<file path="config.mk">
export PLATFORM = sky130hd
export DESIGN_NAME = relay_pid_autotuner_unit
export DESIGN_NICKNAME = d
export VERILOG_FILES = /design/src/sv/rpa_pkg.sv /design/src/sv/relay_pid_autotuner_unit.sv
export VERILOG_INCLUDE_DIRS = /design/src /design/src/sv
export SDC_FILE = /design/constraint.sdc
export NUM_CORES = 2
export LEC_CHECK = 0
export BUFFER_PORTS_ARGS = -buffer_cell sky130_fd_sc_hd__buf_2
export CAP_MARGIN = 20
export CORE_AREA = 2 2 399 401
export DETAILED_ROUTE_END_ITERATION = 10
export DIE_AREA = 0 0 401 403
export PLACE_DENSITY = 0.79
export SLEW_MARGIN = 20
export SYNTH_ARGS = -nofsm -noshare
export SYNTH_HDL_FRONTEND = slang
export SYNTH_SLANG_ARGS = --single-unit
</file>
<file path="constraint.sdc">
create_clock -name clk -period 10 [get_ports clk]
set_input_delay 0 -clock clk [delete_from_list [all_inputs] [get_ports clk]]
set_output_delay 0 -clock clk [all_outputs]
set_load 0.05 [all_outputs]
</file>
<file path="src/sv/relay_pid_autotuner_unit_assert.svh">
// Assertion macros shared by the relay autotuner RTL.
// Depends on clk and arst_n being visible where a macro is used.
`ifndef RELAY_PID_AUTOTUNER_UNIT_ASSERT_SVH
`define RELAY_PID_AUTOTUNER_UNIT_ASSERT_SVH
`ifndef SYNTHESIS
// same-cycle implication
`define RPA_ASSERT_NOW(lbl, ante, cons) \
	lbl: assert property (@(posedge clk) disable iff (!arst_n) (ante) |-> (cons)) \
		else $error("rpa assertion failed");
// next-cycle implication
`define RPA_ASSERT_NEXT(lbl, ante, cons) \
	lbl: assert property (@(posedge clk) disable iff (!arst_n) (ante) |=> (cons)) \
		else $error("rpa assertion failed");
`else
`define RPA_ASSERT_NOW(lbl, ante, cons)
`define RPA_ASSERT_NEXT(lbl, ante, cons)
`endif
`endif

</file>
<file path="src/sv/rpa_pkg.sv">
// Types, codes and constants of the relay autotuner.
// No dependencies; used by relay_pid_autotuner_unit.
package rpa_pkg;

	// tuning phases as reported on the result item
	localparam logic [2:0] PH_STOP  = 3'd0;
	localparam logic [2:0] PH_BEGIN = 3'd1;
	localparam logic [2:0] PH_RAMP  = 3'd2;
	localparam logic [2:0] PH_HIGH  = 3'd3;
	localparam logic [2:0] PH_LOW   = 3'd4;
	localparam logic [2:0] PH_MEAS  = 3'd5;
	localparam logic [2:0] PH_CALC  = 3'd6;
	localparam logic [2:0] PH_HALT  = 3'd7;

	// configuration register indexes
	localparam logic [2:0] CFG_CENTER = 3'd0;
	localparam logic [2:0] CFG_HYST   = 3'd1;
	localparam logic [2:0] CFG_CTOL   = 3'd2;
	localparam logic [2:0] CFG_DTOL   = 3'd3;
	localparam logic [2:0] CFG_TRIM   = 3'd4;
	localparam logic [2:0] CFG_FLOOR  = 3'd5;
	localparam logic [2:0] CFG_CEIL   = 3'd6;

	// cycle counting
	localparam logic signed [5:0] STARTUP_CYCLES = 6'sd3;
	localparam logic signed [5:0] MEASURE_CYCLES = 6'sd8;
	localparam logic signed [5:0] COUNT_TOP      = 6'sd31;

	// gain coefficients, Q8.24 (0.6, 1.2 and 0.075 times 4/pi)
	localparam logic [23:0] COEF_P = 24'd12816849;
	localparam logic [24:0] COEF_I = 25'd25633698;
	localparam logic [20:0] COEF_D = 21'd1602106;
	localparam logic [9:0]  MS_PER_S = 10'd1000;
	localparam logic [17:0] DEN_D_SCALE = 18'd256000;

	// serial datapath widths
	localparam int NUM_W = 80;
	localparam int MB_W  = 40;
	localparam logic [6:0] DIV_LAST = 7'(NUM_W - 1);

	typedef struct packed {
		logic               restart;
		logic signed [15:0] sample;
		logic [31:0]        time_ms;
	} rpa_in_t;

	typedef struct packed {
		logic [15:0]        drive;
		logic               finished_ok;
		logic               gains_ready;
		logic               failed;
		logic signed [31:0] gain_p;
		logic signed [31:0] gain_i;
		logic signed [31:0] gain_d;
		logic [2:0]         phase;
	} rpa_out_t;

	// serial multiply operations, run in this order
	typedef enum logic [3:0] {
		OP_DUTY, OP_STEP, OP_SN, OP_P, OP_SN2, OP_N,
		OP_K, OP_DENI, OP_I, OP_CD, OP_DEND, OP_D
	} rpa_op_t;

	typedef enum logic [6:0] {
		S_IDLE = 7'b0000001,
		S_EXEC = 7'b0000010,
		S_LOAD = 7'b0000100,
		S_MUL  = 7'b0001000,
		S_TRIM = 7'b0010000,
		S_DIV  = 7'b0100000,
		S_OUT  = 7'b1000000
	} rpa_state_t;

endpackage

</file>
<file path="src/sv/relay_pid_autotuner_unit.sv">
// Relay autotuner: bang-bang oscillation, duty trim and Ziegler-Nichols gains.
// Depends on rpa_pkg and relay_pid_autotuner_unit_assert.svh.
//
// Usage: each sample item (restart, sample, time_ms) yields exactly one result
// item (drive, status flags, stored gains, phase). Items are handled one at a
// time; sample_ready is high only while the sequencer is idle.
// An ordinary sample passes through the execute and output states on its way
// to result_valid; a new item is taken only once the sequencer is idle again.
// A sample that ends an oscillation cycle during trimming runs two bit-serial
// multiplies (duty product, trim step). The first sample in the compute phase
// runs the gain sequence on the shared bit-serial multiplier (one multiplier
// bit per cycle) and the restoring divider (one quotient bit per cycle, 80
// per gain).
// The result sits in an output register; the next item is accepted while it
// waits. If the receiver stalls, a finished item waits for the register to
// free up before the sequencer returns to idle.
// Configuration writes take effect at once and are meant for idle periods.
// Reset: phase begin, flags cleared, gains and drive zero, config at defaults.
`include "relay_pid_autotuner_unit_assert.svh"

module relay_pid_autotuner_unit (
	input  logic              clk,
	input  logic              arst_n,
	input  logic              cfg_we,
	input  logic [2:0]        cfg_index,
	input  logic [15:0]       cfg_data,
	input  logic              sample_valid,
	output logic              sample_ready,
	input  rpa_pkg::rpa_in_t  sample_item,
	output logic              result_valid,
	input  logic              result_ready,
	output rpa_pkg::rpa_out_t result_item
);
	import rpa_pkg::*;

	// configuration
	logic signed [15:0] center_q;
	logic [14:0] hyst_q;
	logic [15:0] ctol_q, dtol_q, trim_q, floor_q, ceil_q;
	logic [30:0] ctr_prod_q;

	// sequencer and tuning state
	rpa_state_t st_q;
	rpa_op_t op_q;
	rpa_in_t in_q;
	logic [2:0] phase_q;
	logic near_q, ready_q, fail_q, done_q;
	logic signed [5:0] cnt_q;
	logic [31:0] rise_q, fall_q;
	logic [15:0] lo_q, hi_q, drive_q;
	logic signed [15:0] cmin_q, cmax_q;
	logic [21:0] sum_min_q, sum_max_q;
	logic [39:0] sum_per_q;
	logic [31:0] gain_q [3];

	// serial multiplier / divider
	logic [NUM_W-1:0] ma_q, macc_q, num_q;
	logic [MB_W-1:0] mb_q;
	logic [39:0] tmp_q;
	logic [63:0] den_q, rem_q;
	logic [31:0] q_q;
	logic big_q, nz_q;
	logic [6:0] div_cnt_q;
	rpa_out_t out_q;
	logic out_vld_q;

	// combinational helpers
	logic signed [16:0] s17, lo_thr, hi_thr, diff, span;
	logic [16:0] dmag, smag17;
	logic [15:0] smag;
	logic near, s_gt_lo, s_le_lo, s_ge_hi, meas_wrap;
	logic signed [5:0] cnt_up;
	logic [31:0] now, off_t, on_t, duty_gap;
	logic [32:0] total;
	logic duty_ok, trim_fail;
	logic [17:0] step_mag18, step18;
	logic signed [17:0] lo_new, hi_new, lo_after, hi_after;
	logic signed [15:0] cmin_base, cmax_base, cmin_n, cmax_n;
	logic signed [22:0] dsum;
	logic [22:0] dm;
	logic neg;
	logic [4:0] n5;
	logic [NUM_W-1:0] mul_a;
	logic [MB_W-1:0] mul_b;
	rpa_op_t op_next;
	logic [64:0] rem_sh;
	logic rem_ge, big_n;
	logic [63:0] rem_n;
	logic [32:0] q_ext, lim;
	logic [31:0] q_n, mag, gain_val;

	// configuration writes
	always_ff @(posedge clk or negedge arst_n) begin
		if (!arst_n) begin
			center_q <= '0;
			hyst_q   <= '0;
			ctol_q   <= '0;
			dtol_q   <= '0;
			trim_q   <= '0;
			floor_q  <= '0;
			ceil_q   <= 16'hFFFF;
			ctr_prod_q <= '0;
		end else begin
			if (cfg_we) begin
				unique case (cfg_index)
					CFG_CENTER: center_q <= cfg_data;
					CFG_HYST:   hyst_q   <= cfg_data[14:0];
					CFG_CTOL:   ctol_q   <= cfg_data;
					CFG_DTOL:   dtol_q   <= cfg_data;
					CFG_TRIM:   trim_q   <= cfg_data;
					CFG_FLOOR:  floor_q  <= cfg_data;
					CFG_CEIL:   ceil_q   <= cfg_data;
					default: ;
				endcase
			end
			// near-center bound, center * tolerance; zero for a non-positive center
			ctr_prod_q <= center_q[15] ? '0 : 31'(31'(center_q[14:0]) * 31'(ctol_q));
		end
	end

	// sample compares
	always_comb begin
		now = in_q.time_ms;
		s17 = {in_q.sample[15], in_q.sample};
		lo_thr = {center_q[15], center_q} - {2'b00, hyst_q};
		hi_thr = {center_q[15], center_q} + {2'b00, hyst_q};
		s_gt_lo = s17 > lo_thr;
		s_le_lo = !s_gt_lo;
		s_ge_hi = s17 >= hi_thr;
		diff = s17 - {center_q[15], center_q};
		dmag = diff[16] ? 17'(-diff) : 17'(diff);
		near = !center_q[15] && ({dmag, 16'h0000} < {2'b00, ctr_prod_q});
		cnt_up = (cnt_q < COUNT_TOP) ? cnt_q + 6'sd1 : cnt_q;
		meas_wrap = !s_le_lo && !s_ge_hi && near_q;
		// in-cycle extremes restart at a cycle boundary, then take this sample
		cmin_base = meas_wrap ? 16'sh7FFF : cmin_q;
		cmax_base = meas_wrap ? -16'sh8000 : cmax_q;
		cmin_n = (in_q.sample < cmin_base) ? in_q.sample : cmin_base;
		cmax_n = (in_q.sample > cmax_base) ? in_q.sample : cmax_base;
	end

	// duty check and level trim
	always_comb begin
		off_t = now - fall_q;
		on_t = now - rise_q - off_t;
		total = {1'b0, on_t} + {1'b0, off_t};
		duty_gap = (on_t > off_t) ? on_t - off_t : off_t - on_t;
		duty_ok = {2'b00, duty_gap, 16'h0000} < {num_q[48:0], 1'b0};
		span = {1'b0, hi_q} - {1'b0, lo_q};
		smag17 = span[16] ? 17'(-span) : 17'(span);
		smag = smag17[15:0];
		step_mag18 = {2'b00, tmp_q[31:16]};
		step18 = span[16] ? (~step_mag18 + 18'd1) : step_mag18;
		lo_new = {2'b00, lo_q} + step18;
		hi_new = {2'b00, hi_q} - step18;
		lo_after = (on_t < off_t) ? lo_new : {2'b00, lo_q};
		hi_after = (on_t < off_t) ? {2'b00, hi_q} : hi_new;
		trim_fail = lo_after >= hi_after;
	end

	// gain operands and multiplier load
	always_comb begin
		dsum = {sum_max_q[21], sum_max_q} - {sum_min_q[21], sum_min_q};
		dm = dsum[22] ? 23'(-dsum) : 23'(dsum);
		neg = span[16] != dsum[22];
		n5 = (cnt_q < 6'sd1) ? 5'd1 : cnt_q[4:0];
		op_next = rpa_op_t'(op_q + 4'd1);
		unique case (op_q)
			OP_DUTY: begin mul_a = NUM_W'(total);  mul_b = MB_W'(dtol_q); end
			OP_STEP: begin mul_a = NUM_W'(smag);   mul_b = MB_W'(trim_q); end
			OP_SN:   begin mul_a = NUM_W'(smag);   mul_b = MB_W'(n5); end
			OP_P:    begin mul_a = NUM_W'(COEF_P); mul_b = tmp_q; end
			OP_SN2:  begin mul_a = NUM_W'(smag);   mul_b = MB_W'(n5); end
			OP_N:    begin mul_a = NUM_W'(tmp_q);  mul_b = MB_W'(n5); end
			OP_K:    begin mul_a = NUM_W'(tmp_q);  mul_b = MB_W'(MS_PER_S); end
			OP_DENI: begin mul_a = NUM_W'(dm);     mul_b = sum_per_q; end
			OP_I:    begin mul_a = NUM_W'(COEF_I); mul_b = tmp_q; end
			OP_CD:   begin mul_a = NUM_W'(COEF_D); mul_b = MB_W'(smag); end
			OP_DEND: begin mul_a = NUM_W'(dm);     mul_b = MB_W'(DEN_D_SCALE); end
			OP_D:    begin mul_a = NUM_W'(tmp_q);  mul_b = sum_per_q; end
			default: begin mul_a = '0;             mul_b = '0; end
		endcase
	end

	// restoring divider step with saturating quotient
	always_comb begin
		rem_sh = {rem_q, num_q[NUM_W-1]};
		rem_ge = rem_sh >= {1'b0, den_q};
		rem_n = rem_ge ? 64'(rem_sh - {1'b0, den_q}) : rem_sh[63:0];
		lim = neg ? 33'h0_8000_0000 : 33'h0_7FFF_FFFF;
		q_ext = {q_q, rem_ge};
		if (big_q) begin
			big_n = 1'b1;
			q_n = q_q;
		end else if (q_ext > lim) begin
			big_n = 1'b1;
			q_n = q_q;
		end else begin
			big_n = 1'b0;
			q_n = q_ext[31:0];
		end
		mag = (big_n || den_q == '0) ? lim[31:0] : q_n;
		gain_val = !nz_q ? '0 : (neg ? (~mag + 32'd1) : mag);
	end

	// sequencer
	always_ff @(posedge clk or negedge arst_n) begin
		if (!arst_n) begin
			st_q <= S_IDLE;
			op_q <= OP_DUTY;
			in_q <= '0;
			phase_q <= PH_BEGIN;
			near_q <= 1'b0;
			ready_q <= 1'b0;
			fail_q <= 1'b0;
			done_q <= 1'b0;
			cnt_q <= -6'sd1;
			rise_q <= '0;
			fall_q <= '0;
			lo_q <= '0;
			hi_q <= '0;
			drive_q <= '0;
			cmin_q <= '0;
			cmax_q <= '0;
			sum_min_q <= '0;
			sum_max_q <= '0;
			sum_per_q <= '0;
			gain_q[0] <= '0;
			gain_q[1] <= '0;
			gain_q[2] <= '0;
			ma_q <= '0;
			mb_q <= '0;
			macc_q <= '0;
			num_q <= '0;
			tmp_q <= '0;
			den_q <= '0;
			rem_q <= '0;
			q_q <= '0;
			big_q <= 1'b0;
			nz_q <= 1'b0;
			div_cnt_q <= '0;
			out_q <= '0;
			out_vld_q <= 1'b0;
		end else begin
			// the output stage reloads the register itself when it hands over
			if (result_ready && st_q != S_OUT) begin
				out_vld_q <= 1'b0;
			end
			unique case (st_q)
				S_IDLE: begin
					if (sample_valid) begin
						in_q <= sample_item;
						st_q <= S_EXEC;
					end
				end
				// one phase step on the latched item
				S_EXEC: begin
					done_q <= !in_q.restart && (phase_q == PH_STOP || phase_q == PH_HALT)
						&& ready_q;
					st_q <= S_OUT;
					if (in_q.restart) begin
						near_q <= 1'b0;
						ready_q <= 1'b0;
						fail_q <= 1'b0;
						cnt_q <= -6'sd1;
						rise_q <= '0;
						fall_q <= '0;
					end
					if (in_q.restart || phase_q == PH_BEGIN) begin
						lo_q <= floor_q;
						hi_q <= ceil_q;
						cmin_q <= '0;
						cmax_q <= '0;
						sum_min_q <= '0;
						sum_max_q <= '0;
						sum_per_q <= '0;
						phase_q <= PH_RAMP;
					end else begin
						unique case (phase_q)
							PH_RAMP: begin
								if (s_gt_lo) begin
									phase_q <= PH_HIGH;
								end else begin
									drive_q <= ceil_q;
								end
							end
							PH_HIGH: begin
								drive_q <= hi_q;
								if (s_ge_hi) begin
									phase_q <= PH_LOW;
								end else if (near) begin
									near_q <= 1'b1;
								end else if (near_q) begin
									near_q <= 1'b0;
									cnt_q <= cnt_up;
									if (cnt_up >= STARTUP_CYCLES) begin
										op_q <= OP_DUTY;
										st_q <= S_LOAD;
									end else begin
										rise_q <= now;
									end
								end
							end
							PH_LOW: begin
								drive_q <= lo_q;
								if (s_le_lo) begin
									phase_q <= PH_HIGH;
								end else if (near) begin
									near_q <= 1'b1;
								end else if (near_q) begin
									near_q <= 1'b0;
									fall_q <= now;
								end
							end
							PH_MEAS: begin
								if (s_le_lo) begin
									drive_q <= hi_q;
								end else if (s_ge_hi) begin
									drive_q <= lo_q;
									near_q <= 1'b1;
								end else if (near_q) begin
									near_q <= 1'b0;
									if (!cnt_q[5]) begin
										sum_min_q <= sum_min_q + {{6{cmin_q[15]}}, cmin_q};
										sum_max_q <= sum_max_q + {{6{cmax_q[15]}}, cmax_q};
										sum_per_q <= sum_per_q + 40'(now - rise_q);
									end
									rise_q <= now;
									cnt_q <= cnt_up;
									if (cnt_up >= MEASURE_CYCLES) begin
										phase_q <= PH_CALC;
									end
								end
								cmin_q <= cmin_n;
								cmax_q <= cmax_n;
							end
							PH_CALC: begin
								op_q <= OP_SN;
								st_q <= S_LOAD;
							end
							default: ;
						endcase
					end
				end
				S_LOAD: begin
					ma_q <= mul_a;
					mb_q <= mul_b;
					macc_q <= '0;
					st_q <= S_MUL;
				end
				// shift-add, one multiplier bit per cycle
				S_MUL: begin
					if (mb_q != '0) begin
						if (mb_q[0]) begin
							macc_q <= macc_q + ma_q;
						end
						ma_q <= ma_q << 1;
						mb_q <= mb_q >> 1;
					end else begin
						unique case (op_q)
							OP_DUTY: begin
								num_q <= macc_q;
								op_q <= OP_STEP;
								st_q <= S_LOAD;
							end
							OP_STEP: begin
								tmp_q <= macc_q[39:0];
								st_q <= S_TRIM;
							end
							OP_P: begin
								num_q <= macc_q;
								nz_q <= |macc_q;
								den_q <= {33'b0, dm, 8'h00};
								st_q <= S_DIV;
							end
							OP_I: begin
								num_q <= macc_q >> 8;
								nz_q <= |macc_q[NUM_W-1:8];
								st_q <= S_DIV;
							end
							OP_D: begin
								num_q <= macc_q;
								nz_q <= |macc_q;
								st_q <= S_DIV;
							end
							OP_DENI, OP_DEND: begin
								den_q <= macc_q[63:0];
								op_q <= op_next;
								st_q <= S_LOAD;
							end
							default: begin
								tmp_q <= macc_q[39:0];
								op_q <= op_next;
								st_q <= S_LOAD;
							end
						endcase
						rem_q <= '0;
						q_q <= '0;
						big_q <= 1'b0;
						div_cnt_q <= DIV_LAST;
					end
				end
				// apply the duty verdict
				S_TRIM: begin
					rise_q <= now;
					if (duty_ok) begin
						cnt_q <= -6'sd1;
						phase_q <= PH_MEAS;
					end else begin
						if (on_t < off_t) begin
							lo_q <= lo_new[15:0];
						end else begin
							hi_q <= hi_new[15:0];
						end
						if (trim_fail) begin
							fail_q <= 1'b1;
							phase_q <= PH_STOP;
						end
					end
					st_q <= S_OUT;
				end
				// one quotient bit per cycle
				S_DIV: begin
					num_q <= num_q << 1;
					rem_q <= rem_n;
					q_q <= q_n;
					big_q <= big_n;
					div_cnt_q <= div_cnt_q - 7'd1;
					if (div_cnt_q == '0) begin
						unique case (op_q)
							OP_P:    gain_q[0] <= gain_val;
							OP_I:    gain_q[1] <= gain_val;
							default: gain_q[2] <= gain_val;
						endcase
						if (op_q == OP_D) begin
							ready_q <= 1'b1;
							phase_q <= PH_STOP;
							st_q <= S_OUT;
						end else begin
							op_q <= op_next;
							st_q <= S_LOAD;
						end
					end
				end
				S_OUT: begin
					if (!out_vld_q || result_ready) begin
						out_q.drive <= drive_q;
						out_q.finished_ok <= done_q;
						out_q.gains_ready <= ready_q;
						out_q.failed <= fail_q;
						out_q.gain_p <= gain_q[0];
						out_q.gain_i <= gain_q[1];
						out_q.gain_d <= gain_q[2];
						out_q.phase <= phase_q;
						out_vld_q <= 1'b1;
						st_q <= S_IDLE;
					end
				end
				default: st_q <= S_IDLE;
			endcase
		end
	end

	assign sample_ready = (st_q == S_IDLE);
	assign result_valid = out_vld_q;
	assign result_item = out_q;

	// checks
	`RPA_ASSERT_NEXT(a_accept_exec, sample_valid && sample_ready, st_q == S_EXEC)
	`RPA_ASSERT_NOW(a_ready_stopped, ready_q, phase_q == PH_STOP)
	`RPA_ASSERT_NOW(a_fail_stopped, fail_q, phase_q == PH_STOP)
	`RPA_ASSERT_NOW(a_trim_in_high, st_q == S_TRIM, phase_q == PH_HIGH)
	`RPA_ASSERT_NOW(a_cnt_floor, st_q != S_EXEC, cnt_q >= -6'sd1)

endmodule

</file>
# [Word level (Yosys, flattened, before mapping)]
# Cells that the tools add are included.
[totals] ff_bits=1147 latchBits=0 mem_bits_rw=0 mem_bits_ro=0 input_bits=73 mem_count=0
[op_classes] n_addsub=27 mul=1 div_mod_pow=0 order_cmp=15 eq_ne=69 shift=0 n_mux=163 bitwise=6 n_reduce_logical=75
[op_table] operator="32-bit two-way mux" count=23
[op_table] operator="80-bit case mux with 2 select lines" count=4
[op_table] operator="80-bit two-way mux" count=4
[op_table] operator="40-bit case mux with 8 select lines" count=1
[op_table] operator="16-bit two-way mux" count=18
[op_table] operator="40-bit two-way mux" count=7
[op_table] operator="40-bit case mux with 7 select lines" count=1
[op_table] operator="22-bit two-way mux" count=12
[op_table] operator="64-bit case mux with 2 select lines" count=2
[op_table] operator="32-bit case mux with 2 select lines" count=3
[op_table] operator="32-bit subtractor" count=5
[op_table] operator="64-bit two-way mux" count=2
[op_table] operator="80-bit adder" count=1
[op_table] operator="40-bit case mux with 2 select lines" count=1
[op_table] operator="80-bit OR reduction" count=1
[op_table] operator="7-bit two-way mux" count=11
[op_table] operator="72-bit OR reduction" count=1
[op_table] operator="65-bit by 64-bit >= comparator with 1-bit output" count=1
[op_table] operator="64-bit zero test" count=1
[op_table] operator="16-bit case mux with 2 select lines" count=2
[op_table] operator="16-bit case mux with 4 select lines" count=1
[op_table] operator="64-bit subtractor" count=1
[op_table] operator="18-bit two-way mux" count=3
[op_table] operator="6-bit two-way mux" count=9
[op_table] operator="94 further kinds" count=241

# [Logic depth before layout (Yosys ltp)]
[depth] ltp_word=12 ltp_mapped=58

# [Worst setup path after synthesis]
# OpenSTA, ideal clock, no wires.
[synth_path] path_kind="flip-flop to flip-flop" start="register in_q (netlist bit now[0])" end="register hi_q[10]" setup_ns=0.125 arrival_ns=10.823 required_time_ns=9.875 setup_slack_ns=-0.947 path_stages_with_launch=55 path_buffers=2 path_cell_list="dfrtp_1 inv_1 ha_1 inv_1 fa_1 a21o_1 a21oi_1 o21bai_1 a21oi_1 o21bai_1 nand2_1 a21oi_1 o211a_1 or3_1 and2_1 xor2_1 fa_1 inv_1 [19 not listed] o22ai_1 a31oi_1 nand2_1 xnor2_1 ha_1 a21o_1 a21o_1 a21o_1 a21o_1 a221o_1 a211oi_1 o221ai_1 o221ai_1 nor2_1 o21ai_0 a21oi_1 clkbuf_1 mux2_2"
[synth_via] elab_chain_len=7
[synth_lines] item="from (decl)" line="relay_pid_autotuner_unit.sv:45" text="rpa_in_t in_q;"
[synth_lines] item="from (signal assigned)" line="relay_pid_autotuner_unit.sv:252" text="in_q <= sample_item;"
[synth_lines] item="32-bit subtractor, on equally long branches" line="relay_pid_autotuner_unit.sv:145, relay_pid_autotuner_unit.sv:144"
[synth_lines] item="32-bit subtractor" line="relay_pid_autotuner_unit.sv:145" text="on_t = now - rise_q - off_t;"
[synth_lines] item="32-bit subtractor / 32-bit > comparator (equally long branches)" line="relay_pid_autotuner_unit.sv:147" text="duty_gap = (on_t > off_t) ? on_t - off_t : off_t - on_t;"
[synth_lines] item="32-bit two-way mux" line="relay_pid_autotuner_unit.sv:147"
[synth_lines] item="48-bit by 50-bit < comparator with 1-bit output" line="relay_pid_autotuner_unit.sv:148" text="duty_ok = {2'b00, duty_gap, 16'h0000} < {num_q[48:0], 1'b0};"
[synth_lines] item="2-bit != test (no source line)"
[synth_lines] item="4-bit AND reduction (no source line) *"
[synth_lines] item="to (signal assigned)" line="relay_pid_autotuner_unit.sv:271" text="hi_q <= ceil_q;"
[synth_lines] item="to (signal assigned)" line="relay_pid_autotuner_unit.sv:413" text="hi_q <= hi_new[15:0];"
[synth_lines] item="to (decl)" line="relay_pid_autotuner_unit.sv:50" text="logic [15:0] lo_q, hi_q, drive_q;"
# Every way passes the cells marked *; elsewhere a longest branch is shown, timed or not.
# A chain may end at the register's enable or synchronous reset.

# [Worst setup path after layout]
[layout_path] start="register in_q (netlist bit now[0])" end="register lo_q[2]"
[layout_via] elab_chain_len=7
[layout_lines] item="32-bit subtractor, on equally long branches" line="relay_pid_autotuner_unit.sv:145, relay_pid_autotuner_unit.sv:144"
[layout_lines] item="32-bit subtractor" line="relay_pid_autotuner_unit.sv:145"
[layout_lines] item="32-bit subtractor / 32-bit > comparator (equally long branches)" line="relay_pid_autotuner_unit.sv:147"
[layout_lines] item="32-bit two-way mux" line="relay_pid_autotuner_unit.sv:147"
[layout_lines] item="48-bit by 50-bit < comparator with 1-bit output" line="relay_pid_autotuner_unit.sv:148"
[layout_lines] item="2-bit != test (no source line)"
[layout_lines] item="4-bit AND reduction (no source line) *"
[layout_lines] item="to (signal assigned)" line="relay_pid_autotuner_unit.sv:270" text="lo_q <= floor_q;"
[layout_lines] item="to (signal assigned)" line="relay_pid_autotuner_unit.sv:411" text="lo_q <= lo_new[15:0];"
[layout_lines] item="to (decl)" line="relay_pid_autotuner_unit.sv:50"
# Marked as above.

==> flow_summary.toml <==
[synth]
synth.most_common_cell = "nand2_1"
syn_avg_cell_area_um2 = 8.57
netlist_area_um2 = 92500
ys_ff_latch = 1147
synth_area_leader_cell = "dfrtp_1"
ys_types = 94
async_flop_share_pct = 100
synth_edf_count = 0
yosys.area.top_type_share_pct = 30.4
synth_common_cells = "nand2_1 (1264), dfrtp_1 (1123), inv_1 (822)"
synth-seq-area-share_pct = 31.1
synth_flop_cell = "dfrtp_1"
syn_inst = 10789
synth_fp_nets = 11909
ys_warn_count = 0
yosys-top-cells-area = "dfrtp_1 (30%), ha_1 (11%), nand2_1 (5.1%)"

[setup_path]
cp_top_family = "compound AO/OA/AOI/OAI gates"
slowest_stage = "or4b_4"
required_ns = 10.69
worst_setup_path_start_kind = "flop"
crit_buf_inv = 11
max_stage_delay_ns = 0.51
cp_max_fo = 8
timing.rr.end = "lo_q[2]$_DFFE_PN0P_"
ff2ff_path_depth = 57
r2r_start = "now[0]$_DFFE_PN0P_"
startpoint = "now[0]$_DFFE_PN0P_"
arrival_ns = 11.55
worst-setup-path-type = "flop to flop"
r2r_setup_slack_ns = -0.86
cpMostUsedCell = "a21o_1"
cp-end-kind = "flop"

[timing]
relSlewSlack_pct = 17.0
setup_slack_ns = -0.862
fin_tns_setup_ns = -32.31
fin_skew_ns = 0.0611
fmaxAchievable_mhz = 92.1
finalHoldViolCount = 0
finalMaxSlewViolations = 0
tightest_slew_ns = 1.24
rsz0062_at_grt = "yes"
fin_hold_ws_ns = 0.0150
finalSetupViolations = 42
min_period_ns = 10.86
fin_crit_sh_pct = 109

[placed_design]
dpl.hpwl_mm = 235
dp.cells = 13043
io_buffers = 192
dpl_cell_area_um2 = 98600
gp_congestion = 1.02

[die]
ios = 193
fp.dieH_um = 403
die_w_um = 401
die-area_um2 = 162000
core_area_um2 = 157000
rows = 146
initial_core_util_pct = 58.7

[global_routing]
grt_use_total_pct = 38.7
grt_max_degree = 169
antenna_found_initial = 10
first_global_vias = 85037
grt_overflow = 0
grt_pass1_wl_mm = 492

[min_path]
hold_end = "now[10]$_DFFE_PN0P_"
min_path_type = "primary input to flop"
hp-start = "sample_item[10]"
worstHoldPathCells = 4

[layout]
final_cell_area_um2 = 106000
layout-drive-gt1-share_pct = 13.8
nets = 12440
syn_to_final_growth_pct = 14.7
finalNonFillerCells = 13502

[route]
vias = 87088
post-route-drc-count = 0
wl_per_cell_um = 23.6
first_iter_violations = 8971
vias_per_cell = 6.45
drt_first_pass_iters = 10
wirelength_mm = 319
ant_nets = 0

[clocking]
tritoncts = "yes"
ctsHtreeMaxLevel = 4
clockRootBuffer = "clkbuf_16"
clk_latency_ns = 0.83
cts.path.max_buffers = 3
cts_inserted_buffers = 134
cts.clk_slew.worst_paths_ns = 0.06
cts_sinks = 1147

[flow_run]
max_cap_violations = 0

[outcome]
violations = "setup timing"
outcome = "finished, violations left"
placed cells by master (no fill, tap or decap), types with 93 or more instances in the layout:
| cell | n |
|---|---|
| a22o_1 | 199 |
| buf_4 | 562 |
| a21oi_1 | 686 |
| fa_1 | 226 |
| mux2i_1 | 97 |
| nor4_1 | 93 |
| buf_2 | 191 |
| a31oi_1 | 96 |
| o21ai_0 | 769 |
| xor2_1 | 177 |
| dlygate4sd3_1 | 143 |
| inv_1 | 814 |
| ha_1 | 808 |
| a21o_1 | 263 |
| nand3_1 | 363 |
| clkbuf_16 | 135 |
| dfrtp_1 | 1122 |
| nor3_1 | 170 |
| mux2_2 | 305 |
| nand2_1 | 1258 |
| o21bai_1 | 103 |
| o31ai_1 | 115 |
| xnor2_1 | 330 |
| and2_1 | 136 |
| nor2_1 | 700 |
worst min-delay path, delay by kind of cell:
kind | cells | cell delay, ns
and+or+nand+nor | 1 | 0.08
buffers and inverters | 2 | 0.60
AOI/OAI and AO/OA | 1 | 0.12
per-layer routing:
metal  wire [um]  global-route usage (%)
met1      125000                    49.6
met3       29100                    7.57
met5          39                       0
met2      143000                    60.9
met4       21500                    22.9
area by class of cell:
type / count / area [um2]
inverters: 825 / 3100
well taps: 2072 / 2590
flip-flops and latches: 1147 / 28700
clock inverters: 65 / 1000
clock buffers: 176 / 3720
diodes: 5 / 12.5
fillers: 12376 / 51400
repair buffers: 935 / 7220
multi-input cells: 8277 / 59700
repair_timing:
action / CTS / global route
hold buffers: 144 / 0
buffers inserted: 49 / 18
hold endpoints to repair: 403 / 0
cloned: 2 / 0
endpoints found under the setup margin: 42 / 42
resized for setup: 94 / 59
pin swaps: 64 / 55
sequential cells by signal, indices dropped and copies added, names as in the netlist, 40 cells and up:
signal and flops:
mb_q 40, den_q 64, result_item 118, ma_q 80, tmp_q 40, sum_per_q 40
num_q 80, macc_q 80, gain_q 96, rem_q 64
cell families after synthesis:
family                   synth area share [%]
adder cells (fa/ha/maj)                  16.0
flip-flops                               31.1
XOR/XNOR                                 4.91
AND/OR/NAND/NOR                          16.2
multiplexers                             4.77
AO/OA/AOI/OAI                            21.5
buffers and inverters                    5.56
worst max-delay path by stage:
stage	end	slack, ns	cells after the start
floorplan	hi_q[10]$_DFFE_PN0P_	-0.19	56
global placement	lo_q[9]$_DFFE_PN0P_	-1.50	57
finish	lo_q[2]$_DFFE_PN0P_	-0.86	57
CTS	hi_q[4]$_DFFE_PN0P_	-0.90	56
global route	lo_q[2]$_DFFE_PN0P_	-1.28	58
detailed placement	lo_q[5]$_DFFE_PN0P_	-1.68	56
per-stage QoR:
stage	setup WS, ns	util (%)
after floorplan	-0.188	-
after global placement	-1.50	62.6
after detailed placement	-1.68	62.6
after CTS	-0.904	67.1
after global routing	-1.28	67.4
final	-0.862	67.4
Power is left out: the tool's default activity adds up to more than one toggle a clock period on the data nets, which glitch-free logic cannot reach.
